===== src/rtl/sqvg_pkg.sv =====
// ---------------------------------------------------------------------------
// sqvg_pkg
// Types and constants shared by the sprite quad vertex generator modules.
// ---------------------------------------------------------------------------
package sqvg_pkg;

    // One sprite as it enters the block.
    typedef struct packed {
        logic signed [15:0] pos_x;
        logic signed [15:0] pos_y;
        logic signed [15:0] size_w;
        logic signed [15:0] size_h;
        logic signed [15:0] origin_x;
        logic signed [15:0] origin_y;
        logic [15:0]        angle;
        logic [63:0]        src_rect;
        logic [31:0]        tex_size;
        logic [31:0]        tint;
        logic [17:0]        group_key;
        logic [1:0]         batch_position;
    } sprite_t;

    // One vertex as it leaves the block.
    typedef struct packed {
        logic signed [15:0] vertex_x;
        logic signed [15:0] vertex_y;
        logic [16:0]        tex_u;
        logic [16:0]        tex_v;
        logic [31:0]        color;
        logic [15:0]        vertex_number;
        logic               group_break;
        logic               batch_done;
        logic               last;
    } vertex_t;

    // Per-sprite setup handed from the front to the back.
    typedef struct packed {
        logic signed [16:0] cx;
        logic signed [16:0] cy;
        logic signed [16:0] dx0;
        logic signed [16:0] dx1;
        logic signed [16:0] dy0;
        logic signed [16:0] dy1;
        logic signed [15:0] sin_q14;
        logic signed [15:0] cos_q14;
        logic [16:0]        u0;
        logic [16:0]        u1;
        logic [16:0]        v0;
        logic [16:0]        v1;
        logic [31:0]        color;
        logic [15:0]        base_count;
        logic               brk;
        logic               last_sprite;
    } job_t;

    typedef enum logic [3:0] {
        F_IDLE,
        F_IDX,
        F_RECIP,
        F_QN,
        F_PHASE,
        F_SQ,
        F_POLY1,
        F_POLY2,
        F_POLY3,
        F_PUSH
    } front_state_t;

    // Quarter-wave sine polynomial coefficients, Q14.
    localparam logic [14:0] POLY_A = 15'd25736;
    localparam logic [14:0] POLY_B = 15'd10512;
    localparam logic [14:0] POLY_C = 15'd1160;
    localparam logic [14:0] Q14_ONE = 15'd16384;

    localparam int JOB_QUEUE_DEPTH = 2;
    localparam int OUT_QUEUE_DEPTH = 4;
    localparam int OUT_CNT_W = 3;

endpackage


===== src/rtl/sqvg_back.sv =====
// ---------------------------------------------------------------------------
// sqvg_back
// Expands one sprite setup into four corners: a product stage, then a
// rounding, translation and saturation stage into the vertex queue.
// ---------------------------------------------------------------------------
module sqvg_back (
    input  logic                         clk,
    input  logic                         rst_n,
    input  logic                         job_empty,
    input  sqvg_pkg::job_t               job,
    output logic                         job_pop,
    input  logic [sqvg_pkg::OUT_CNT_W-1:0] out_count,
    output logic                         out_push,
    output sqvg_pkg::vertex_t            out_item
);
    import sqvg_pkg::*;

    logic        issue;
    logic [1:0]  k_reg;
    logic        a_valid_reg;

    logic signed [16:0] dx;
    logic signed [16:0] dy;
    logic signed [32:0] pxc_reg;
    logic signed [32:0] pys_reg;
    logic signed [32:0] pxs_reg;
    logic signed [32:0] pyc_reg;
    logic signed [16:0] cx_reg;
    logic signed [16:0] cy_reg;
    vertex_t            meta_reg;

    logic signed [34:0] sum_x;
    logic signed [34:0] sum_y;
    logic signed [20:0] vx;
    logic signed [20:0] vy;

    function automatic logic signed [15:0] sat16(input logic signed [20:0] v);
        if (v > 21'sd32767)
        begin
            return 16'sh7FFF;
        end
        else if (v < -21'sd32768)
        begin
            return 16'sh8000;
        end
        return v[15:0];
    endfunction

    // Issue a corner only when the vertex queue has room for it
    assign issue   = !job_empty &&
                     (({1'b0, out_count} + (OUT_CNT_W+1)'(a_valid_reg)) <
                      (OUT_CNT_W+1)'(OUT_QUEUE_DEPTH));
    assign job_pop = issue && (k_reg == 2'd3);

    always_comb
    begin
        dx = ((k_reg == 2'd0) || (k_reg == 2'd3)) ? job.dx0 : job.dx1;
        dy = (k_reg < 2'd2) ? job.dy0 : job.dy1;
    end

    always_ff @(posedge clk or negedge rst_n)
    begin
        if (!rst_n)
        begin
            k_reg       <= '0;
            a_valid_reg <= 1'b0;
        end
        else
        begin
            a_valid_reg <= issue;
            if (issue)
            begin
                k_reg <= k_reg + 2'd1;
            end
        end
    end

    always_ff @(posedge clk)
    begin
        if (issue)
        begin
            pxc_reg <= dx * job.cos_q14;
            pys_reg <= dy * job.sin_q14;
            pxs_reg <= dx * job.sin_q14;
            pyc_reg <= dy * job.cos_q14;
            cx_reg  <= job.cx;
            cy_reg  <= job.cy;
            meta_reg.vertex_x      <= '0;
            meta_reg.vertex_y      <= '0;
            meta_reg.tex_u         <= ((k_reg == 2'd1) || (k_reg == 2'd2)) ? job.u1 : job.u0;
            meta_reg.tex_v         <= (k_reg >= 2'd2) ? job.v1 : job.v0;
            meta_reg.color         <= job.color;
            meta_reg.vertex_number <= job.base_count + 16'(k_reg);
            meta_reg.group_break   <= (k_reg == 2'd0) && job.brk;
            meta_reg.batch_done    <= (k_reg == 2'd3) && job.last_sprite;
            meta_reg.last          <= (k_reg == 2'd3);
        end
    end

    // Round half up by 14 bits (arithmetic shift floors), translate, saturate
    always_comb
    begin
        sum_x    = 35'(pxc_reg) - 35'(pys_reg) + 35'sd8192;
        sum_y    = 35'(pxs_reg) + 35'(pyc_reg) + 35'sd8192;
        vx       = 21'(sum_x >>> 14) + 21'(cx_reg);
        vy       = 21'(sum_y >>> 14) + 21'(cy_reg);
        out_item = meta_reg;
        out_item.vertex_x = sat16(vx);
        out_item.vertex_y = sat16(vy);
        out_push = a_valid_reg;
    end

endmodule


===== config.mk =====
export PLATFORM = sky130hd
export DESIGN_NAME = sqvg_back
export DESIGN_NICKNAME = d
export VERILOG_FILES = /design/src/rtl/sqvg_pkg.sv /design/src/rtl/sqvg_back.sv
export SDC_FILE = /design/constraint.sdc
export NUM_CORES = 2
export LEC_CHECK = 0
export ABC_AREA = 1
export BUFFER_PORTS_ARGS = -buffer_cell sky130_fd_sc_hd__buf_2
export CAP_MARGIN = 20
export CORE_MARGIN = 2
export CORE_UTILIZATION = 60
export DETAILED_ROUTE_END_ITERATION = 16
export PLACE_DENSITY = 0.79
export SYNTH_ARGS = -nofsm -noshare
export SYNTH_HDL_FRONTEND = slang
export SYNTH_SLANG_ARGS = --single-unit

===== constraint.sdc =====
create_clock -name clk -period 7.8 [get_ports clk]
set_input_delay 1.17 -clock clk [delete_from_list [all_inputs] [get_ports clk]]
set_output_delay 1.17 -clock clk [all_outputs]
set_load 0.01 [all_outputs]

==> qor.json <==
{
  "first_global_vias": {"value": 48906},
  "arrival": {"value": 7.78, "unit": "ns"},
  "tritoncts": {"value": "built"},
  "first_pass_grt_wire_length": {"value": 267600, "unit": "microns"},
  "synth-edff-count": {"value": 251},
  "async_reset_ff_share": {"value": 1.181, "unit": "%"},
  "antenna_found_initial": {"value": 8},
  "synth_nets": {"value": 8647},
  "nFillCells": {"value": 7967},
  "drt_pass1_iterations": {"value": 6},
  "multi_input_comb_area": {"value": 42930, "unit": "sq um"},
  "number_of_max_slew_violations_in_the_final_report": {"value": 0},
  "drt-vias-per-instance": {"value": 5.621},
  "cts_hold_buf": {"value": 0},
  "dieHeight": {"value": 313.3, "unit": "microns"},
  "cp_max_fo": {"value": 23},
  "syn-cell-area": {"value": 57420, "unit": "sq um"},
  "final_period_minus_worst_setup_slack": {"value": 7.457, "unit": "ns"},
  "clockRootBuffer": {"value": "clkbuf_16"},
  "io_pins": {"value": 377},
  "gr-total-overflow": {"value": 0},
  "clk_latency": {"value": 0.61, "unit": "ns"},
  "route.vias.total": {"value": 47382},
  "maximum_number_of_pins_on_one_net_before_global_route_repair": {"value": 172},
  "routed_wire_length_per_instance": {"value": 20.27, "unit": "microns"},
  "outcome": {"value": "completed"},
  "clockBufferDepth": {"value": 3},
  "dpl.hpwl": {"value": 144100, "unit": "microns"},
  "detailedRoute.firstIterationViolations": {"value": 4689},
  "die_area": {"value": 98190, "unit": "sq um"},
  "hp-class": {"value": "in2async"},
  "drive_above_1_share": {"value": 9.802, "unit": "%"},
  "numClockSinks": {"value": 254},
  "finalWeightedCongestion": {"value": 1.006},
  "synth-main-ff-cell": {"value": "edfxtp_1"},
  "critical_path_required": {"value": 8.12, "unit": "ns"},
  "route.final.wire_length": {"value": 170800, "unit": "microns"},
  "start_util": {"value": 60.52, "unit": "%"},
  "fin_setup_tns": {"value": 0, "unit": "ns"},
  "setup.worst_path.end_class": {"value": "flop"},
  "grt.total_usage": {"value": 35.55, "unit": "%"},
  "port_buffers": {"value": 376},
  "htreeDepth": {"value": 1},
  "cells_after_synth": {"value": 6771},
  "syn_avg_cell_area": {"value": 8.480, "unit": "sq um"},
  "route.detailed.drc": {"value": 0},
  "slew-limit-headroom": {"value": 21.19, "unit": "%"},
  "finalClockSkew": {"value": 0.02532, "unit": "ns"},
  "yosys.cell_types.count": {"value": 53},
  "final_hold_viol_count": {"value": 0},
  "standard_cell_rows": {"value": 113},
  "synth-warning-count": {"value": 0},
  "fin_crit_sh": {"value": 95.60, "unit": "%"},
  "critical_path_class": {"value": "reg2reg"},
  "yosysSeqAreaShare": {"value": 13.26, "unit": "%"},
  "setup.reg_to_reg.worst_slack": {"value": 0.34, "unit": "ns"},
  "final_net_count": {"value": 9016},
  "achievable-frequency": {"value": 134.1, "unit": "MHz"},
  "grt_setup_unrepaired": {"value": "no"},
  "chipWidth": {"value": 313.3, "unit": "microns"},
  "max-cap-violations": {"value": 0},
  "largest_register_ff_count": {"value": 85},
  "postRouteAntennaNets": {"value": 0},
  "synth_seq_cells": {"value": 254},
  "clock_transition_at_the_registers_of_the_reported_paths": {"value": 0.06, "unit": "ns"},
  "area.growth.synth_to_final": {"value": 8.586, "unit": "%"},
  "critical_path.startpoint_type": {"value": "flop"},
  "setup_viol_count_final": {"value": 0},
  "cts-buffers-inserted": {"value": 30},
  "floorplan.core_area": {"value": 94870, "unit": "sq um"},
  "worst-slew-pin-transition": {"value": 1.182, "unit": "ns"},
  "final-seq-area": {"value": 7612, "unit": "sq um"}
}
routing by layer:
layer	share of wire [%]	wire length [microns]	up-vias	global-route usage [%]
met5	0.17	285	-	1.306
li1	-	-	20980	-
met4	4.7	7969	16	13.83
met3	13	22100	614	9.968
met1	38	65300	23178	48.01
met2	44	75200	2594	54.68
layout by cell type, fill, tap and decap left out, drive strengths merged, types with 11 or more instances in the layout:
| master | instances |
|---|---|
| a21o | 33 |
| a21oi | 219 |
| a31oi | 18 |
| buf | 531 |
| clkbuf | 32 |
| clkinv | 29 |
| edfxtp | 251 |
| fa | 1107 |
| ha | 511 |
| inv | 1624 |
| mux2 | 17 |
| nand2 | 1327 |
| nand3 | 126 |
| nand3b | 11 |
| nand4 | 46 |
| nor2 | 740 |
| nor3 | 36 |
| nor4 | 11 |
| o21ai | 151 |
| o21bai | 30 |
| or2 | 33 |
| xnor2 | 78 |
| xor2 | 141 |
final cells by class:
type,count,area share (%)
antenna,3,0.01204
clock buffer,32,1.216
clock inverter,22,0.3191
inverter,1638,9.886
multi-input combinational,4685,68.85
sequential,254,12.21
tap,1265,2.539
timing repair buffer,531,4.965
kinds of logic after synthesis:
kind of cell	Yosys count	synth area share [%]
flops	254	13.26
compound gates	498	4.951
buf+inv	1832	12.03
simple gates	2333	16.32
fa+ha+maj	1618	49.73
xor+xnor	219	3.373
mux	17	0.3334
worst max-delay path: stages (launching register included):
cell and delay, ns:
dfrtp_1 0.40, inv_1 0.12, ha_2 0.32, buf_4 0.28
o21ai_2 0.56, inv_1 0.42, buf_4 0.29, nand2_1 0.09
fa_1 0.43, fa_1 0.44, inv_1 0.07, ha_1 0.15
inv_1 0.05, fa_1 0.47, fa_1 0.53, fa_1 0.50
inv_1 0.05, ha_1 0.34, a21oi_1 0.27, a21boi_0 0.33
o21ai_0 0.19, a21oi_1 0.34, nand3b_1 0.22, nand3_1 0.09
nand2_1 0.08, nand2_1 0.12
cells in the mapped netlist, types with 2 or more instances:
cell type  number  area share [%]
o21bai_1       30            0.39
nand2_1      1303             8.5
nor3_1         34            0.30
ha_1          511              11
edfxtp_1      251              13
nor2_2          5           0.054
nand2_4         2           0.039
a21boi_0        6           0.078
o31ai_1         3           0.039
o211ai_1        5           0.065
a211oi_1       10            0.13
o21ai_2         9            0.14
inv_1        1617              11
clkinv_1       15           0.098
nor4_1         11            0.12
nand3_2         4           0.070
a31oi_1        18            0.20
o21ai_1        13            0.11
xor2_1        140             2.1
clkbuf_1      181             1.2
a21oi_1       219             1.9
a31o_2          4           0.061
nand3_1       122             1.1
buf_6           3           0.059
a221oi_1        3           0.046
mux2_2         17            0.33
dfrtp_1         3            0.13
a211o_1         2           0.031
xnor2_1        78             1.2
inv_2           6           0.039
buf_2           4           0.035
nand4_1        45            0.49
o21a_1         10            0.13
or2_2          33            0.36
nor2_4          2           0.039
fa_1         1107              39
nand2_2        22            0.24
nand3b_1       11            0.14
o21ai_0       129             1.1
nor2_1        733             4.8
buf_1           5           0.033
a21o_1         33            0.43
nor3_2          2           0.035
metrics by stage:
stage,cell area [sq um],utilization (%),cells,hold slack [ns],setup WS [ns]
after CTS,62280,65.65,8422,0.3320,0.1627
final,62350,65.72,8430,0.3578,0.3435
after detailed placement,61330,64.64,8368,0.6075,0.2198
after global routing,62340,65.71,8428,0.3469,0.003704
after global placement,61330,64.64,8368,0.5760,0.2056
after floorplan,57420,-,6771,0.5633,0.9033
repair_timing:
item | in CTS | in global routing
setup endpoints to repair | 0 | 25
setup buffers | 0 | 5
gates resized for setup | 0 | 2
worst paths after layout:
check | endpoint | startpoint | cells after the start
hold reg to reg | out_item[3]$_DFFE_PP_ | k_reg[0]$_DFFE_PN0P_ | 1
setup / recovery | pxs_reg[29]$_DFFE_PP_ | k_reg[0]$_DFFE_PN0P_ | 25
setup reg to reg | pxs_reg[29]$_DFFE_PP_ | k_reg[0]$_DFFE_PN0P_ | 25
hold / removal | out_push$_DFF_PN0_ | rst_n | 1
min in group clk | out_item[3]$_DFFE_PP_ | k_reg[0]$_DFFE_PN0P_ | 1
max in group asynchronous | k_reg[0]$_DFFE_PN0P_ | rst_n | 1
Power is not shown: default switching activity piles up to over one toggle a cycle in this logic, so the estimate is an artifact.
