$ cat src/rtl/sqvg_pkg.sv
// ---------------------------------------------------------------------------
// sqvg_pkg
// Types and constants shared by the sprite quad vertex generator modules.
// ---------------------------------------------------------------------------
package sqvg_pkg;

    // One sprite as it enters the block.
    typedef struct packed {
        logic signed [15:0] pos_x;
        logic signed [15:0] pos_y;
        logic signed [15:0] size_w;
        logic signed [15:0] size_h;
        logic signed [15:0] origin_x;
        logic signed [15:0] origin_y;
        logic [15:0]        angle;
        logic [63:0]        src_rect;
        logic [31:0]        tex_size;
        logic [31:0]        tint;
        logic [17:0]        group_key;
        logic [1:0]         batch_position;
    } sprite_t;

    // One vertex as it leaves the block.
    typedef struct packed {
        logic signed [15:0] vertex_x;
        logic signed [15:0] vertex_y;
        logic [16:0]        tex_u;
        logic [16:0]        tex_v;
        logic [31:0]        color;
        logic [15:0]        vertex_number;
        logic               group_break;
        logic               batch_done;
        logic               last;
    } vertex_t;

    // Per-sprite setup handed from the front to the back.
    typedef struct packed {
        logic signed [16:0] cx;
        logic signed [16:0] cy;
        logic signed [16:0] dx0;
        logic signed [16:0] dx1;
        logic signed [16:0] dy0;
        logic signed [16:0] dy1;
        logic signed [15:0] sin_q14;
        logic signed [15:0] cos_q14;
        logic [16:0]        u0;
        logic [16:0]        u1;
        logic [16:0]        v0;
        logic [16:0]        v1;
        logic [31:0]        color;
        logic [15:0]        base_count;
        logic               brk;
        logic               last_sprite;
    } job_t;

    typedef enum logic [3:0] {
        F_IDLE,
        F_IDX,
        F_RECIP,
        F_QN,
        F_PHASE,
        F_SQ,
        F_POLY1,
        F_POLY2,
        F_POLY3,
        F_PUSH
    } front_state_t;

    // Quarter-wave sine polynomial coefficients, Q14.
    localparam logic [14:0] POLY_A = 15'd25736;
    localparam logic [14:0] POLY_B = 15'd10512;
    localparam logic [14:0] POLY_C = 15'd1160;
    localparam logic [14:0] Q14_ONE = 15'd16384;

    localparam int JOB_QUEUE_DEPTH = 2;
    localparam int OUT_QUEUE_DEPTH = 4;
    localparam int OUT_CNT_W = 3;

endpackage

$ cat src/rtl/sqvg_front.sv
// ---------------------------------------------------------------------------
// sqvg_front
// Accepts sprites, tracks the group key and count, and computes sine,
// cosine and texture coordinates over a short fixed step sequence.
// ---------------------------------------------------------------------------
module sqvg_front #(
    parameter int SINE_TABLE_ENTRIES = 1024
) (
    input  logic             clk,
    input  logic             rst_n,
    input  logic             push,
    input  sqvg_pkg::sprite_t sprite,
    output logic             full,
    output logic             job_push,
    output sqvg_pkg::job_t   job,
    input  logic             job_full
);
    import sqvg_pkg::*;

    localparam int IDX_W   = $clog2(SINE_TABLE_ENTRIES);
    localparam int RECIP_W = 41 - IDX_W;
    localparam int RP_W    = RECIP_W + IDX_W;
    localparam logic [RECIP_W-1:0] RECIP = RECIP_W'((64'd1 << 40) / SINE_TABLE_ENTRIES);

    front_state_t state_reg;
    front_state_t state_next;
    logic         accept;

    sprite_t      spr_reg;
    logic [17:0]  group_reg;
    logic [15:0]  count_reg;
    logic [15:0]  base_reg;
    logic         brk_reg;

    logic [IDX_W-1:0] idx_reg;
    logic [15:0]      q0_reg;
    logic [31:0]      qn_reg;
    logic [14:0]      x_reg   [2];
    logic             neg_reg [2];
    logic [14:0]      x2_reg  [2];
    logic [14:0]      t_reg   [2];
    logic signed [15:0] sc_reg [2];

    logic [15:0] rem_reg  [4];
    logic [15:0] quo_reg  [4];
    logic [15:0] den_reg  [4];
    logic        sat_reg  [4];
    logic        zero_reg [4];
    logic [15:0] rem_step [4];
    logic [15:0] quo_step [4];
    logic [16:0] coord    [4];

    logic        first_spr;
    logic        brk_now;
    logic [15:0] base_now;
    logic [15:0] num_in [4];
    logic [15:0] den_in [4];

    logic [31:0]      ang_prod;
    logic [RP_W-1:0]  recip_prod;
    logic [31:0]      qn_prod;
    logic [31:0]      diff;
    logic [15:0]      phase;
    logic [15:0]      lane_ph [2];

    // Output and next-state logic
    always_comb
    begin
        full     = (state_reg != F_IDLE);
        accept   = push && !full;
        job_push = (state_reg == F_PUSH) && !job_full;
    end

    always_comb
    begin
        state_next = state_reg;
        unique case (state_reg)
            F_IDLE:  if (accept) state_next = F_IDX;
            F_IDX:   state_next = F_RECIP;
            F_RECIP: state_next = F_QN;
            F_QN:    state_next = F_PHASE;
            F_PHASE: state_next = F_SQ;
            F_SQ:    state_next = F_POLY1;
            F_POLY1: state_next = F_POLY2;
            F_POLY2: state_next = F_POLY3;
            F_POLY3: state_next = F_PUSH;
            F_PUSH:  if (!job_full) state_next = F_IDLE;
            default: state_next = F_IDLE;
        endcase
    end

    // Group tracking
    always_comb
    begin
        first_spr = sprite.batch_position[0];
        brk_now   = !first_spr && (sprite.group_key != group_reg);
        base_now  = (first_spr || brk_now) ? 16'd0 : count_reg;
    end

    always_ff @(posedge clk or negedge rst_n)
    begin
        if (!rst_n)
        begin
            state_reg <= F_IDLE;
            group_reg <= '0;
            count_reg <= '0;
        end
        else
        begin
            state_reg <= state_next;
            if (accept)
            begin
                group_reg <= sprite.group_key;
                count_reg <= sprite.batch_position[1] ? 16'd0 : base_now + 16'd4;
            end
        end
    end

    // Texture divide lanes: u0, v0, u1, v1; four quotient bits a step
    always_comb
    begin
        num_in[0] = sprite.src_rect[63:48];
        num_in[1] = sprite.src_rect[47:32];
        num_in[2] = sprite.src_rect[31:16];
        num_in[3] = sprite.src_rect[15:0];
        den_in[0] = sprite.tex_size[31:16];
        den_in[1] = sprite.tex_size[15:0];
        den_in[2] = sprite.tex_size[31:16];
        den_in[3] = sprite.tex_size[15:0];
    end

    always_comb
    begin
        logic [15:0] rem_t;
        logic [15:0] quo_t;
        logic [16:0] wide;
        for (int l = 0; l < 4; l++)
        begin
            rem_t = rem_reg[l];
            quo_t = quo_reg[l];
            for (int b = 0; b < 4; b++)
            begin
                wide = {rem_t, 1'b0};
                if (wide >= {1'b0, den_reg[l]})
                begin
                    wide  = wide - {1'b0, den_reg[l]};
                    quo_t = {quo_t[14:0], 1'b1};
                end
                else
                begin
                    quo_t = {quo_t[14:0], 1'b0};
                end
                rem_t = wide[15:0];
            end
            rem_step[l] = rem_t;
            quo_step[l] = quo_t;
            if (sat_reg[l])
            begin
                coord[l] = 17'h10000;
            end
            else if (zero_reg[l])
            begin
                coord[l] = '0;
            end
            else
            begin
                coord[l] = {1'b0, quo_reg[l]};
            end
        end
    end

    // Angle quantization and phase of both lanes (sine, cosine)
    always_comb
    begin
        ang_prod   = 32'(spr_reg.angle) * 32'(SINE_TABLE_ENTRIES);
        recip_prod = RP_W'(idx_reg) * RP_W'(RECIP);
        qn_prod    = 32'(q0_reg) * 32'(SINE_TABLE_ENTRIES);
        diff       = (32'(idx_reg) << 16) - qn_reg;
        phase      = (diff >= 32'(SINE_TABLE_ENTRIES)) ? q0_reg + 16'd1 : q0_reg;
        lane_ph[0] = phase;
        lane_ph[1] = phase + 16'd16384;
    end

    always_ff @(posedge clk)
    begin
        logic [29:0] prod;
        logic [15:0] m;
        if (accept)
        begin
            spr_reg  <= sprite;
            base_reg <= base_now;
            brk_reg  <= brk_now;
            for (int l = 0; l < 4; l++)
            begin
                rem_reg[l]  <= num_in[l];
                quo_reg[l]  <= '0;
                den_reg[l]  <= den_in[l];
                sat_reg[l]  <= (den_in[l] == 16'd0) ? (num_in[l] != 16'd0)
                                                    : (num_in[l] >= den_in[l]);
                zero_reg[l] <= (den_in[l] == 16'd0) && (num_in[l] == 16'd0);
            end
        end
        if ((state_reg == F_IDX) || (state_reg == F_RECIP) ||
            (state_reg == F_QN) || (state_reg == F_PHASE))
        begin
            for (int l = 0; l < 4; l++)
            begin
                rem_reg[l] <= rem_step[l];
                quo_reg[l] <= quo_step[l];
            end
        end
        unique case (state_reg)
            F_IDX:   idx_reg <= ang_prod[16 +: IDX_W];
            F_RECIP: q0_reg  <= recip_prod[24 +: 16];
            F_QN:    qn_reg  <= qn_prod;
            F_PHASE:
            begin
                for (int s = 0; s < 2; s++)
                begin
                    x_reg[s]   <= lane_ph[s][14] ? Q14_ONE - {1'b0, lane_ph[s][13:0]}
                                                 : {1'b0, lane_ph[s][13:0]};
                    neg_reg[s] <= lane_ph[s][15];
                end
            end
            F_SQ:
            begin
                for (int s = 0; s < 2; s++)
                begin
                    prod      = 30'(x_reg[s]) * 30'(x_reg[s]);
                    x2_reg[s] <= prod[28:14];
                end
            end
            F_POLY1:
            begin
                for (int s = 0; s < 2; s++)
                begin
                    prod     = 30'(POLY_C) * 30'(x2_reg[s]);
                    t_reg[s] <= POLY_B - prod[28:14];
                end
            end
            F_POLY2:
            begin
                for (int s = 0; s < 2; s++)
                begin
                    prod     = 30'(t_reg[s]) * 30'(x2_reg[s]);
                    t_reg[s] <= POLY_A - prod[28:14];
                end
            end
            F_POLY3:
            begin
                for (int s = 0; s < 2; s++)
                begin
                    prod = 30'(t_reg[s]) * 30'(x_reg[s]);
                    m    = prod[29:14];
                    if (m > 16'd16384)
                    begin
                        m = 16'd16384;
                    end
                    sc_reg[s] <= neg_reg[s] ? -$signed(m) : $signed(m);
                end
            end
            default:
            begin
            end
        endcase
    end

    // Job assembly
    always_comb
    begin
        job.cx          = 17'(spr_reg.pos_x) + 17'(spr_reg.origin_x);
        job.cy          = 17'(spr_reg.pos_y) + 17'(spr_reg.origin_y);
        job.dx0         = -17'(spr_reg.origin_x);
        job.dx1         = 17'(spr_reg.size_w) - 17'(spr_reg.origin_x);
        job.dy0         = -17'(spr_reg.origin_y);
        job.dy1         = 17'(spr_reg.size_h) - 17'(spr_reg.origin_y);
        job.sin_q14     = sc_reg[0];
        job.cos_q14     = sc_reg[1];
        job.u0          = coord[0];
        job.v0          = coord[1];
        job.u1          = coord[2];
        job.v1          = coord[3];
        job.color       = spr_reg.tint;
        job.base_count  = base_reg;
        job.brk         = brk_reg;
        job.last_sprite = spr_reg.batch_position[1];
    end

endmodule

$ cat config.mk
export PLATFORM = sky130hd
export DESIGN_NAME = sqvg_front
export DESIGN_NICKNAME = d
export VERILOG_FILES = /design/src/rtl/sqvg_pkg.sv /design/src/rtl/sqvg_front.sv
export SDC_FILE = /design/constraint.sdc
export NUM_CORES = 2
export LEC_CHECK = 0
export ABC_AREA = 1
export BUFFER_PORTS_ARGS = -buffer_cell sky130_fd_sc_hd__buf_2
export CORE_UTILIZATION = 59
export DETAILED_ROUTE_END_ITERATION = 10
export GPL_TIMING_DRIVEN = 0
export PLACE_DENSITY = 0.79
export SKIP_CTS_REPAIR_TIMING = 1
export SLEW_MARGIN = 15
export SYNTH_ARGS = -nofsm -noshare
export SYNTH_HDL_FRONTEND = slang
export SYNTH_SLANG_ARGS = --single-unit
$ cat constraint.sdc
create_clock -name clk -period 17 [get_ports clk]
set_clock_uncertainty 0.1 [all_clocks]
set_input_delay 0.85 -clock clk [delete_from_list [all_inputs] [get_ports clk]]
set_output_delay 0.85 -clock clk [all_outputs]
set_load 0.02 [all_outputs]
==> summary.txt <==
Floorplan
  • Core box area: 138,000 um^2
  • # IOs: 518
  • Row count: 136
  • Die width: 376 um
  • Die area: roughly 140,000 um^2
  • Die span in y: 376 um
  • Initial core utilization: 59.7%

Flow run
  • Max-Cap Viols: 0

Clock tree
  • Worst-path clk slew: ~70 ps
  • Clock Path Buffers: 3
  • Root Buffer: clkbuf_16
  • Clk_lat worst skew: 700 ps
  • H-tree Lvls: 2
  • Clock Sinks: approximately 510
  • CTS Buf Count: 60
  • CTS tree: yes

Setup path
  • Slowest cell on crit path: inv_1
  • Slowest cell delay on critical path: 540 ps
  • Buf+Inv Stages, Crit Path: 10
  • R2R cell count: 59
  • Cell family with most CP delay: simple AND/OR/NAND/NOR gates
  • Worst path depth: 59
  • Crit end category: register
  • Critical path type: register to register
  • Crit Path Max Fanout: 10
  • CP Launch Type: register
  • Worst EP required: 17,340 ps
  • Critical path data arrival time: 10,820 ps
  • Most used cell, CP: nand2_1

Timing
  • Setup WS post-layout: 6520 ps
  • Fmax achieved: 0.0954 GHz
  • RSZ-0062 raised after global routing: false
  • Setup-failing EPs final: 0
  • Worst Tran Pin Value: 1160 ps
  • Max-slew violations: 0
  • Tcrit/Tclk final: 61.6%
  • Post-layout min period: 10,480 ps
  • Sum Neg Setup Slack: 0 ps
  • Slew margin rel.: 22.4%
  • Hold Fails Final Rpt: 0

Synth
  • Mux cell area share after synthesis: 0.0137%
  • Synth Instances: 10,500
  • Synth area leader: fa_1
  • Synth area leaders: fa_1 23%, edfxtp_1 17%, ha_1 15%, nand2_1 12%, inv_1 10%
  • Ys async rst share: 7.50%
  • Synth Area in Simple Gates: approximately a fifth
  • Main combinational cell family by area after synthesis: adder cells
  • YS warnings: 0
  • Adder-Cell Fraction of Synth Area: 37.6%
  • Synth Area per Inst: a little under 8 um^2
  • Synth Area in XOR/XNOR: 4.84%
  • Post-synthesis cell area: about 80,000 um^2
  • Post-synth EDFFs: between 400 and 500
  • Synth Area in Compound Gates: approximately 7.2%
  • #FFs+latches synth: 507
  • Share of the synthesized area in the top cell type: a little under a quarter
  • Distinct cells, synth: 73
  • Post-synth top flop: edfxtp_1
  • Register area share after synthesis: 18.2%

Route
  • Via/cell ratio: 5.55
  • Routed via count: around 72,000
  • Drt drc: 0
  • Initial DRC Count: roughly 6,100
  • 1st-pass router iterations: 6
  • Routed WL: ~240,000 um
  • WL/cell: 18.5 um
  • Routed Antenna Nets: 0

Cells and area
  • FILL cells: 11,800
  • Footprint of the multi-input gates: ~57,000 um^2
  • Max FFs per register: 106
  • NumNets Final: ~13,000
  • Area growth, synth to finish: 8.76%
  • Sequential Area: 15,000 um^2
  • Share of layout cells above drive strength 1: 7.38%
  • Final Util: approximately 65%
  • Leading cell types in the layout, fill and taps excluded: 2,720 x nand2_1, 2,252 x inv_1, 994 x ha_1
  • Commonest non-fill, non-tap cell in the layout: nand2_1

Global route
  • Vias in the first global route: ~70,000
  • First-pass GRT wire length: ~380,000 um
  • Initial antenna violation count: 24
  • Total global-route track usage: 34.0%
  • Gr ovfl total: 0
  • Largest net degree at the start of global routing: 61

Placed design
  • Setup slack at placement: approximately 6700 ps
  • Dpl hpwl: 198,000 um
  • Number of port buffers: 511
  • Routability-driven placement congestion ratio: 1.01

Worst hold path
  • Worst hold stages: 1
  • HP Class: primary input to register

Status
  • Status: finished, final reports clean
[stage by stage]
step	hold slack [ps]	instance area (um^2)	instances
after floorplan	300	82400	10500
after global placement	303	87300	12900
after detailed placement	319	87600	12900
after CTS	180	89600	13000
after global routing	198	89700	13000
final	214	89700	13000
[worst paths after layout]
path                                         start                        to  slack (ps)
max                        den_reg[3][8]$_DFFE_PP_   rem_reg[1][7]$_DFFE_PP_        6520
min                                    sprite[232]    spr_reg[232]$_DFFE_PP_         210
max reg2reg                den_reg[3][8]$_DFFE_PP_   rem_reg[1][7]$_DFFE_PP_        6520
min reg2reg                   q0_reg[10]$_DFFE_PP_      qn_reg[20]$_DFFE_PP_         350
max in group asynchronous                    rst_n  state_reg[3]$_DFFE_PN0P_       15830
min in group asynchronous                    rst_n  group_reg[6]$_DFFE_PN0P_         240
[metal layers]
metal	vias up	track usage (%)	wire, um
met2	3322	55.9	111000
li1	33900	-	-
met5	-	0	81
met1	34500	44.2	95300
met3	657	6.02	23000
met4	6	14.3	10900
[logic make-up after synthesis]
| family | after synthesis |
|---|---|
| AO/OA/AOI/OAI | 1056 |
| adder cells (fa/ha/maj) | 1923 |
| other | 1 |
| XOR/XNOR | 456 |
| buffers and inverters | 2606 |
| flip-flops | 507 |
| multiplexers | 1 |
| AND/OR/NAND/NOR | 3978 |
[area by class of cell]
type                    count  share of cell area (%)
flip-flops and latches    507                    16.8
well taps                1863                    2.60
inverters                2265                    9.48
diodes                     18                  0.0502
repair buffers            524                    3.13
multi-input cells        7416                    64.0
clock buffers              68                    1.73
plain buffers             341                    1.77
clock inverters            42                   0.497
[cells in the mapped netlist, types with 17 or more instances]
library cell,number
a21boi_0,25
o21ai_1,24
or2_2,43
nor3_1,82
xnor2_1,174
o21bai_1,27
a21oi_1,461
dfrtp_1,38
nor2_1,530
fa_1,929
nor4_1,47
ha_1,994
xor2_1,282
o21ai_0,321
a211oi_1,17
buf_2,34
o21a_1,35
a21o_1,38
buf_4,48
edfxtp_1,469
nand3_1,387
nand4_1,82
nand2_1,2721
inv_1,2252
a31oi_1,36
clkbuf_1,237
nand3b_1,29
Power is left out: the tool's default activity adds up to more than one toggle a clock period on the data nets, which glitch-free logic cannot reach.
