## src/rtl/sqvg_fifo.sv

```systemverilog
// ---------------------------------------------------------------------------
// sqvg_fifo
// Small register queue with occupancy count; DEPTH is a power of two.
// ---------------------------------------------------------------------------
module sqvg_fifo #(
    parameter int DEPTH = 2,
    parameter type item_t = logic
) (
    input  logic                   clk,
    input  logic                   rst_n,
    input  logic                   push,
    input  item_t                  din,
    output logic                   full,
    input  logic                   pop,
    output item_t                  dout,
    output logic                   empty,
    output logic [$clog2(DEPTH):0] count
);
    localparam int AW = $clog2(DEPTH);

    item_t          mem_reg [DEPTH];
    logic [AW-1:0]  wr_ptr_reg;
    logic [AW-1:0]  rd_ptr_reg;
    logic [AW:0]    cnt_reg;
    logic [AW:0]    cnt_next;
    logic           do_push;
    logic           do_pop;

    assign full    = (cnt_reg == (AW+1)'(DEPTH));
    assign empty   = (cnt_reg == '0);
    assign count   = cnt_reg;
    assign dout    = mem_reg[rd_ptr_reg];
    assign do_push = push && !full;
    assign do_pop  = pop && !empty;

    always_comb
    begin
        cnt_next = cnt_reg;
        if (do_push && !do_pop)
        begin
            cnt_next = cnt_reg + 1'b1;
        end
        else if (do_pop && !do_push)
        begin
            cnt_next = cnt_reg - 1'b1;
        end
    end

    always_ff @(posedge clk or negedge rst_n)
    begin
        if (!rst_n)
        begin
            wr_ptr_reg <= '0;
            rd_ptr_reg <= '0;
            cnt_reg    <= '0;
        end
        else
        begin
            if (do_push)
            begin
                wr_ptr_reg <= wr_ptr_reg + 1'b1;
            end
            if (do_pop)
            begin
                rd_ptr_reg <= rd_ptr_reg + 1'b1;
            end
            cnt_reg <= cnt_next;
        end
    end

    always_ff @(posedge clk)
    begin
        if (do_push)
        begin
            mem_reg[wr_ptr_reg] <= din;
        end
    end

endmodule

```

## config.mk

```make
export PLATFORM = sky130hd
export DESIGN_NAME = sqvg_fifo
export DESIGN_NICKNAME = d
export VERILOG_FILES = /design/src/rtl/sqvg_fifo.sv
export SDC_FILE = /design/constraint.sdc
export NUM_CORES = 1
export LEC_CHECK = 0
export ABC_AREA = 0
export BUFFER_PORTS_ARGS = -buffer_cell sky130_fd_sc_hd__buf_2
export CELL_PAD_IN_SITES_DETAIL_PLACEMENT = 0
export CELL_PAD_IN_SITES_GLOBAL_PLACEMENT = 2
export CORE_AREA = 2 2 39 41
export DETAILED_ROUTE_END_ITERATION = 6
export DIE_AREA = 0 0 41 43
export PLACE_DENSITY_LB_ADDON = 0.1
export RECOVER_POWER = 25
export SETUP_SLACK_MARGIN = 0.2
export SKIP_LAST_GASP = 1
export SLEW_MARGIN = 15
export SYNTH_ARGS = -nofsm -noshare
export SYNTH_HDL_FRONTEND = slang
export SYNTH_SLANG_ARGS = --single-unit
```

## constraint.sdc

```tcl
create_clock -name clk -period 2.11 [get_ports clk]
set_input_delay 0.211 -clock clk [delete_from_list [all_inputs] [get_ports clk]]
set_output_delay 0.211 -clock clk [all_outputs]
set_load 0.05 [all_outputs]
```

==> impl_metrics.py, run 1 <==
metrics = {
    "run_status": {
        "run_status": "finished clean",
    },
    "detailed_routing": {
        "vias": 187,
        "routed_wl_um": 468,
        "drtIter0Drc": 0,
        "wl_per_cell_um": 9.000,
        "ant_nets": 0,
        "drc": 0,
        "dr.pass1.iters": 1,
        "vias_per_cell": 3.596,
    },
    "finish": {
        "final_util": 0.2658,
        "synthToLayoutAreaGrowth_pct": 37.38,
        "antenna_cells": 0,
        "fin_cells": 52,
        "finalNetCount": 43,
        "nFillCells": 156,
        "layout-drive-gt1-share": 0.3333,
    },
    "cts": {
        "cts_root_buf": "clkbuf_4",
        "cts_tree": "yes",
        "cts-buffers-inserted": 3,
        "path_clk_slew_ps": 50,
        "insertion_delay_ps": 240,
        "cts_setup_buffers": 0,
        "cts_sinks": 6,
        "cts_buffer_depth": 2,
        "ctsHtreeMaxLevel": 1,
    },
    "sta": {
        "rsz0062_at_grt": "no",
        "fmax_ghz": 0.6620,
        "fin_worst_skew_ps": 5.870,
        "setup_slack_ps": 599.5,
        "worst_pin_slew_ps": 248.8,
        "tns_ps": 0,
        "slew_viol_final": 0,
        "timing.final.crit_share": 0.7159,
        "setup_viol": 0,
        "hold_violations": 0,
        "relSlewSlack": 0.8353,
        "min_period_ps": 1511,
    },
    "critical_path": {
        "cp-end-kind": "flop",
        "r2r_end": "count[1]$_DFFE_PN0P_",
        "cp-start-kind": "flop",
        "critical_path.cell_chain": "nand2b_1 -> nand2_1 -> inv_1 -> ha_1 -> nor2_1 -> xor2_1",
        "critical_path.max_fanout": 6,
        "max_stage_delay_ps": 440,
        "worstSetupPathType": "flop to flop",
        "rr_worst_depth": 6,
        "worstReg2RegStart": "count[0]$_DFFE_PN0P_",
        "arrival_ps": 1670,
        "crit_required_ps": 2270,
        "crit_path_top_delay_cell": "dfrtp_1",
        "reg2reg_slack_ps": 600,
    },
    "worst_hold_path": {
        "hold-path-endpoint": "mem_reg[0]$_DFFE_PP_",
        "hold_path_depth": 1,
        "hp-start": "din",
        "min_path_type": "input pin to flop",
    },
    "global_routing": {
        "grt_use_total": 0.07583,
        "first_global_vias": 201,
        "grt_max_degree": 7,
        "gr-total-overflow": 0,
        "grt_antenna_before_repair": 0,
        "grt_pass1_wl_um": 800,
    },
    "placed_design": {
        "gp_congestion": 0.6408,
        "port_buffers": 9,
        "dp_cells": 47,
        "place_ws_ps": 595.2,
    },
    "logic_synthesis": {
        "yosys_warnings": 0,
        "netlist-cell-type-count": 12,
        "syn_avg_cell_area_sq_um": 12.17,
        "syn_inst": 22,
        "syn-cell-area_sq_um": 267.8,
        "syn_nets": 28,
        "ys_seq_area_frac": 0.5981,
        "ys_ff_latch": 6,
    },
    "die": {
        "core_area_sq_um": 1384,
        "die_y_um": 43,
        "chipWidth_um": 41,
        "die-area_sq_um": 1763,
        "ios": 10,
        "std_cell_rows": 14,
        "start_util": 0.1935,
    },
    "flow_run": {
        "drv_cap": 0,
    },
}
[metrics by stage]
| stage | area (sq um) | hold WS [ps] |
|---|---|---|
| floorplan | 267.8 | -84.59 |
| finish | 367.9 | 157.2 |
| global route | 367.9 | 146.8 |
| global placement | 332.8 | 23.50 |
| detailed placement | 332.8 | 27.30 |
| CTS | 369.1 | 145.9 |
[area by class of cell]
cell class,count,area (sq um),share of cell area
Multi-Input combinational cell,14,100.1,0.2721
Sequential cell,6,160.2,0.4354
Inverter,2,7.507,0.02041
Timing Repair Buffer,10,53.80,0.1463
Tap cell,16,20.02,0.05442
Clock buffer,4,26.28,0.07143
[worst max path at each step]
stage,depth (start not counted),to,from,slack (ps)
after detailed placement,6,count[1]$_DFFE_PN0P_,count[0]$_DFFE_PN0P_,600
after CTS,6,count[1]$_DFFE_PN0P_,count[0]$_DFFE_PN0P_,580
after floorplan,7,count[1]$_DFFE_PN0P_,count[0]$_DFFE_PN0P_,410
after global placement,7,count[1]$_DFFE_PN0P_,count[0]$_DFFE_PN0P_,610
after global routing,7,count[1]$_DFFE_PN0P_,count[0]$_DFFE_PN0P_,430
final,6,count[1]$_DFFE_PN0P_,count[0]$_DFFE_PN0P_,600
[Yosys cell counts]
master | count | area share
xnor2_1 | 3 | 0.098
xor2_1 | 2 | 0.065
mux2_2 | 1 | 0.042
nand2_1 | 1 | 0.014
nand2b_1 | 1 | 0.023
ha_1 | 1 | 0.047
o21ai_1 | 1 | 0.019
inv_1 | 2 | 0.028
dfrtp_1 | 4 | 0.37
nor2_1 | 3 | 0.042
and3_1 | 1 | 0.023
edfxtp_1 | 2 | 0.22
[logic make-up after synthesis]
group           count (synthesis)  synth area share
xor+xnor                        5            0.1636
mux                             1           0.04205
simple gates                    6            0.1028
flops                           6            0.5982
buf+inv                         2           0.02805
compound gates                  1           0.01867
fa+ha+maj                       1           0.04672
[worst max-delay path: cells and delay by family, from the launching register on]
family	cells	cell delay (ps)
and+or+nand+nor	3	480
xor gates and xnor gates	1	140
buffers and inverters	1	60
DFF	1	440
adders and majority gates	1	320
[metal layers]
| metal | vias to the layer above | GRT usage | part of all wire |
|---|---|---|---|
| met2 | 8 | 0.09063 | 0.47 |
| met3 | 2 | 0.03141 | 0.053 |
| met5 | - | 0 | 0 |
| met4 | 0 | 0.1000 | 0.026 |
| met1 | 79 | 0.08224 | 0.45 |
| li1 | 98 | - | - |
[placed cells by master, fill, tap and decap left out, types with 2 or more instances in the layout]
cell type / synthesis / layout
buf_2: 0 / 8
clkbuf_1: 0 / 2
clkbuf_4: 0 / 3
dfrtp_1: 4 / 4
edfxtp_1: 2 / 2
inv_1: 2 / 2
nor2_1: 3 / 3
xnor2_1: 3 / 3
xor2_1: 2 / 2
[repair_timing]
action	4_1_cts	5_1_grt
hold endpoints to repair	4	0
hold buffers	1	0
gates resized for setup	0	0
Power of run 1 is not shown: default switching activity piles up to over one toggle a cycle in this logic, so the estimate is an artifact.
==> inputs of run 2 (changes only) <==
--- a/config.mk
+++ b/config.mk
@@ -5,13 +5,13 @@
 export SDC_FILE = /design/constraint.sdc
 export NUM_CORES = 1
 export LEC_CHECK = 0
-export ABC_AREA = 0
+export ABC_AREA = 1
 export BUFFER_PORTS_ARGS = -buffer_cell sky130_fd_sc_hd__buf_2
 export CELL_PAD_IN_SITES_DETAIL_PLACEMENT = 0
 export CELL_PAD_IN_SITES_GLOBAL_PLACEMENT = 2
-export CORE_AREA = 2 2 39 41
+export CORE_MARGIN = 1
+export CORE_UTILIZATION = 22
 export DETAILED_ROUTE_END_ITERATION = 6
-export DIE_AREA = 0 0 41 43
 export PLACE_DENSITY_LB_ADDON = 0.1
 export RECOVER_POWER = 25
 export SETUP_SLACK_MARGIN = 0.2
==> constraint.sdc (replaced) <==
create_clock -name clk -period 1.32 [get_ports clk]
set_input_delay 0.132 -clock clk [delete_from_list [all_inputs] [get_ports clk]]
set_output_delay 0.132 -clock clk [all_outputs]
set_load 0.05 [all_outputs]
==> impl_metrics.py, run 2 <==
metrics = {
    "critical_path": {
        "cp_num_buf_inv": 2,
        "critical_path.max_fanout": 4,
        "crit_path_top_delay_cell": "dfrtp_2",
        "max_stage_delay_ps": 440,
        "cp-start-kind": "flop",
        "critical_path.cell_chain": "inv_2 -> nor2_4 -> nor2_4 -> ha_4 -> inv_2 -> nand3_2 -> nand2_1 -> nand2_1",
        "worstSetupPathType": "flop to flop",
        "cp-end-kind": "flop",
        "arrival_ps": 1400,
        "cp_top_family": "flip-flops",
        "crit_required_ps": 1450,
    },
    "logic_synthesis": {
        "yosys.area_share.simple": 0.2746,
        "synth_top_cells_by_area": "dfrtp_1 33%, edfxtp_1 20%, nand2_1 15%",
        "yosys_warnings": 0,
        "syn_avg_cell_area_sq_um": 8.251,
        "synth-edff-count": 2,
        "synth_mux_area_frac": 0,
        "synth_fa_ha_area_frac": 0.04098,
        "ys_ff_latch": 6,
        "yosys.area.top_type_share": 0.3279,
        "syn-cell-area_sq_um": 305.3,
        "async_reset_ff_frac": 0.6667,
        "synth_commonest_cells": "12 x nand2_1, 8 x inv_1, 4 x dfrtp_1",
        "synth_top_cell_by_area": "dfrtp_1",
        "syn_inst": 37,
        "ys_seq_area_frac": 0.5246,
        "synth-xor-area-share": 0.02869,
        "yosysMostFrequentCell": "nand2_1",
        "synth_top_family_by_area": "simple AND/OR/NAND/NOR gates",
        "syn_nets": 43,
        "synth_ff_type": "dfrtp_1",
        "netlist-cell-type-count": 12,
        "synth_compound_area_frac": 0.03279,
    },
    "die": {
        "std_cell_rows": 13,
        "die_y_um": 39.25,
        "ios": 10,
        "chipWidth_um": 39.25,
        "core_area_sq_um": 1301,
        "start_util": 0.2346,
        "die-area_sq_um": 1541,
    },
    "detailed_routing": {
        "wl_per_cell_um": 9.767,
        "ant_nets": 0,
        "drtIter0Drc": 0,
        "vias": 303,
        "routed_wl_um": 713,
        "dr.pass1.iters": 1,
        "drc": 0,
        "vias_per_cell": 4.151,
    },
    "run_status": {
        "run_status": "finished clean",
    },
    "finish": {
        "layout-drive-gt1-share": 0.5345,
        "final_common_cell": "nand2_1",
        "postLayoutCellArea_sq_um": 540.5,
        "final_cell_mix": "11 x nand2_1, 8 x buf_4, 5 x inv_1",
        "finalNetCount": 65,
        "synthToLayoutAreaGrowth_pct": 77.05,
        "antenna_cells": 0,
        "fin_cells": 73,
    },
    "global_routing": {
        "grt_antenna_before_repair": 0,
        "gr-total-overflow": 0,
        "first_global_vias": 301,
        "grt_use_total": 0.1186,
        "grt_pass1_wl_um": 1124,
        "grt_max_degree": 6,
    },
    "sta": {
        "timing.final.crit_share": 0.9648,
        "setup_viol": 0,
        "rsz0062_at_grt": "yes",
        "slew_viol_final": 0,
        "relSlewSlack": 0.8422,
        "fmax_ghz": 0.7852,
        "min_period_ps": 1274,
        "worst_pin_slew_ps": 236.7,
        "hold_violations": 0,
        "fin_worst_skew_ps": 7.043,
    },
    "cts": {
        "cts_tree": "yes",
        "cts_buffer_depth": 2,
        "cts-buffers-inserted": 3,
        "path_clk_slew_ps": 50,
        "cts_root_buf": "clkbuf_4",
        "cts_sinks": 6,
        "insertion_delay_ps": 250,
        "ctsHtreeMaxLevel": 1,
    },
    "placed_design": {
        "dp_cells": 63,
        "port_buffers": 9,
        "gp_congestion": 0.7351,
        "place_area_sq_um": 396.6,
    },
    "worst_hold_path": {
        "min_path_type": "input pin to flop",
    },
    "flow_run": {
        "drv_cap": 0,
    },
}
-- run 2: cell families after synthesis --
family          count (synthesis)
flops                           6
simple gates                   19
compound gates                  2
fa+ha+maj                       1
xor+xnor                        1
buf+inv                         8
-- run 2: per-stage QoR --
stage,TNS [ps],hold WS [ps],worst slack (ps),utilization
3_3_place_gp,-62.96,-56.17,-62.96,0.3048
5_1_grt,-12.59,70.37,-12.59,0.4154
4_1_cts,0,70.28,41.27,0.3827
6_report,0,77.04,46.41,0.4154
3_5_place_dp,-180.8,-55.24,-155.1,0.3048
2_1_floorplan,-702.8,-163.6,-341.9,-
-- run 2: what timing repair did --
action / CTS / global route
gates cloned: 0 / 0
pin swaps: 1 / 1
buffers inserted: 2 / 3
endpoints found under the hold margin: 4 / 0
hold buffers: 1 / 0
endpoints found under the setup margin: 7 / 9
gates resized for setup: 14 / 8
-- run 2: metal layers --
metal	vias up	GRT usage	wire length, um
met5	-	0	0
met4	0	0.1293	0
met3	0	0.02273	30
met2	7	0.1875	380
met1	140	0.1237	302
li1	156	-	-
-- run 2: worst reg2reg max path, stage by stage (launching register included) --
cell,delay (ps)
dfrtp_2,440
inv_2,90
nor2_4,50
nor2_4,130
ha_4,220
inv_2,60
nand3_2,70
nand2_1,60
nand2_1,50
-- run 2: path summary, 6_finish.rpt --
kind                                         from                endpoint  slack, ps  cells past startpoint
setup / recovery             count[1]$_DFFE_PN0P_    count[1]$_DFFE_PN0P_         50                      8
hold / removal                                din    mem_reg[0]$_DFFE_PP_         80                      1
setup reg to reg             count[1]$_DFFE_PN0P_    count[1]$_DFFE_PN0P_         50                      8
hold reg to reg            wr_ptr_reg$_DFFE_PN0P_  wr_ptr_reg$_DFFE_PN0P_        500                      2
max in group asynchronous                   rst_n    count[0]$_DFFE_PN0P_        840                      2
min in group asynchronous                   rst_n  wr_ptr_reg$_DFFE_PN0P_        250                      2
-- run 2: cell type report --
class	instances	area (sq um)
multi-input cells	23	162.7
repair buffers	17	137.6
clock buffers	4	26.28
well taps	15	18.77
flip-flops and latches	6	165.2
inverters	8	30.03
fillers	139	760.7
Power of run 2 is left out for the same reason.
==> inputs of run 3 (changes only) <==
--- a/config.mk
+++ b/config.mk
@@ -6,13 +6,15 @@
 export NUM_CORES = 1
 export LEC_CHECK = 0
 export ABC_AREA = 1
+export ABC_CLOCK_PERIOD_IN_PS = 1320
 export BUFFER_PORTS_ARGS = -buffer_cell sky130_fd_sc_hd__buf_2
 export CELL_PAD_IN_SITES_DETAIL_PLACEMENT = 0
 export CELL_PAD_IN_SITES_GLOBAL_PLACEMENT = 2
-export CORE_MARGIN = 1
-export CORE_UTILIZATION = 22
+export CORE_AREA = 2 2 39 41
+export CTS_BUF_LIST = sky130_fd_sc_hd__clkbuf_4
 export DETAILED_ROUTE_END_ITERATION = 6
-export PLACE_DENSITY_LB_ADDON = 0.1
+export DIE_AREA = 0 0 41 43
+export PLACE_DENSITY = 0.7
 export RECOVER_POWER = 25
 export SETUP_SLACK_MARGIN = 0.2
 export SKIP_LAST_GASP = 1
==> impl_metrics.py, run 3 (synthesized netlist as in run 2, its figures left out) <==
metrics = {
    "global_routing": {
        "grt_max_degree": 6,
        "grt_use_total": 0.09312,
        "first_global_vias": 275,
        "gr-total-overflow": 0,
        "grt_antenna_before_repair": 0,
        "grt_pass1_wl_um": 986,
    },
    "run_status": {
        "run_status": "complete, but fails checks",
        "violations": "setup timing",
    },
    "pwr": {
        "power_density_nw_per_um2": 3025,
        "power.switching_mw": 0.7538,
        "p_int_mw": 0.9685,
        "clockPowerShare": 0.118,
        "p_seq_frac": 0.210,
        "swShare": 0.4377,
        "p_leak_nw": 0.2844,
        "ir_drop_mv": 1.556,
        "p_total_mw": 1.722,
        "combPwrFrac": 0.673,
    },
    "finish": {
        "layout-drive-gt1-share": 0.5333,
        "final_common_cell": "nand2_1",
        "synthToLayoutAreaGrowth_pct": 86.48,
        "nFillCells": 139,
        "antenna_cells": 0,
        "final_cell_mix": "12 x nand2_1, 8 x buf_4, 5 x inv_1",
        "postLayoutCellArea_sq_um": 569.3,
        "finalNetCount": 67,
        "fin_cells": 76,
        "final_util": 0.4114,
    },
    "die": {
        "ios": 10,
        "std_cell_rows": 14,
        "die_y_um": 43,
        "chipWidth_um": 41,
        "start_util": 0.2206,
        "die-area_sq_um": 1763,
        "core_area_sq_um": 1384,
    },
    "detailed_routing": {
        "dr.pass1.iters": 2,
        "vias_per_cell": 3.934,
        "ant_nets": 0,
        "drc": 0,
        "vias": 299,
        "drtIter0Drc": 1,
        "wl_per_cell_um": 8.276,
        "routed_wl_um": 629,
    },
    "flow_run": {
        "drv_cap": 0,
    },
    "sta": {
        "setup_viol": 2,
        "fmax_ghz": 0.7430,
        "slew_viol_final": 0,
        "tns_ps": -41.47,
        "setup_slack_ps": -25.97,
        "rsz0062_at_grt": "yes",
        "fin_worst_skew_ps": 8.945,
        "hold_ws_ps": 70.64,
        "relSlewSlack": 0.8585,
        "worst_pin_slew_ps": 212.2,
        "min_period_ps": 1346,
        "timing.final.crit_share": 1.020,
        "hold_violations": 0,
    },
    "critical_path": {
        "r2r_end": "count[1]$_DFFE_PN0P_",
        "arrival_ps": 1470,
        "crit_required_ps": 1440,
        "cp-end-kind": "flop",
        "worstSetupPathType": "flop to flop",
        "critical_path.max_fanout": 3,
        "rr_worst_depth": 8,
        "critPathLaunch": "count[0]$_DFFE_PN0P_",
        "worstReg2RegStart": "count[0]$_DFFE_PN0P_",
        "crit_path_end": "count[1]$_DFFE_PN0P_",
        "cp-start-kind": "flop",
        "reg2reg_slack_ps": -30,
    },
    "placed_design": {
        "place_ws_ps": -103.6,
        "port_buffers": 9,
        "dp_cells": 69,
        "dp_hpwl_um": 480.6,
        "gp_congestion": 0.6985,
        "place_area_sq_um": 447.9,
    },
    "cts": {
        "cts-buffers-inserted": 3,
        "cts_sinks": 6,
        "cts_root_buf": "clkbuf_4",
        "cts_buffer_depth": 2,
        "cts_tree": "yes",
        "path_clk_slew_ps": 50,
        "insertion_delay_ps": 250,
        "ctsHtreeMaxLevel": 1,
    },
    "worst_hold_path": {
        "min_path_type": "input pin to flop",
    },
}
==> run 3: power by group through the flow <==
stage	Sequential, mW	Combinational [mW]	Clock [mW]
6_report	0.361	1.16	0.203
5_1_grt	0.371	1.24	0.226
4_1_cts	0.362	1.05	0.213
3_5_place_dp	0.354	0.895	0
3_3_place_gp	0.354	0.890	0
2_1_floorplan	0.478	0.433	0
==> run 3: worst min path at each step <==
| stage | slack [ps] | startpoint | depth (start not counted) | end |
|---|---|---|---|---|
| after floorplan | -160 | rst_n | 0 | count[1]$_DFFE_PN0P_ |
| after global placement | -60 | rst_n | 1 | count[0]$_DFFE_PN0P_ |
| after detailed placement | -60 | rst_n | 1 | count[0]$_DFFE_PN0P_ |
| after CTS | 60 | din | 1 | mem_reg[1]$_DFFE_PP_ |
| after global routing | 60 | din | 1 | mem_reg[1]$_DFFE_PP_ |
| final | 70 | din | 1 | mem_reg[1]$_DFFE_PP_ |
==> run 3: layer usage <==
metal,track usage,routed length (um),vias to the layer above
met3,0.03141,22,0
met4,0.1200,0,0
li1,-,-,160
met1,0.09241,288,133
met5,0,0,-
met2,0.1250,319,6
==> run 3: layout make-up <==
type                    count  area (sq um)  area share
multi-input cells          23         147.6      0.2593
flip-flops and latches      6         165.2      0.2901
inverters                   8         30.03     0.05275
repair buffers             19         176.4      0.3099
well taps                  16         20.02     0.03516
clock buffers               4         30.03     0.05275
==> run 3: critical path, cell delays in order (launching register included) <==
cell and delay (ps):
dfrtp_4 490, buf_12 140, nor2_4 80, nor2_2 60, ha_4 220, inv_2 60
nand3_1 70, nand2_1 70, nand2_1 50
==> run 3: repair_timing <==
item | in CTS | in global routing
pin swaps | 1 | 1
setup endpoints to repair | 9 | 10
setup buffers | 0 | 2
gates resized for setup | 15 | 7
hold buffers | 1 | 0
hold endpoints to repair | 4 | 0
No activity file was read; power rests on OpenSTA's default activity.
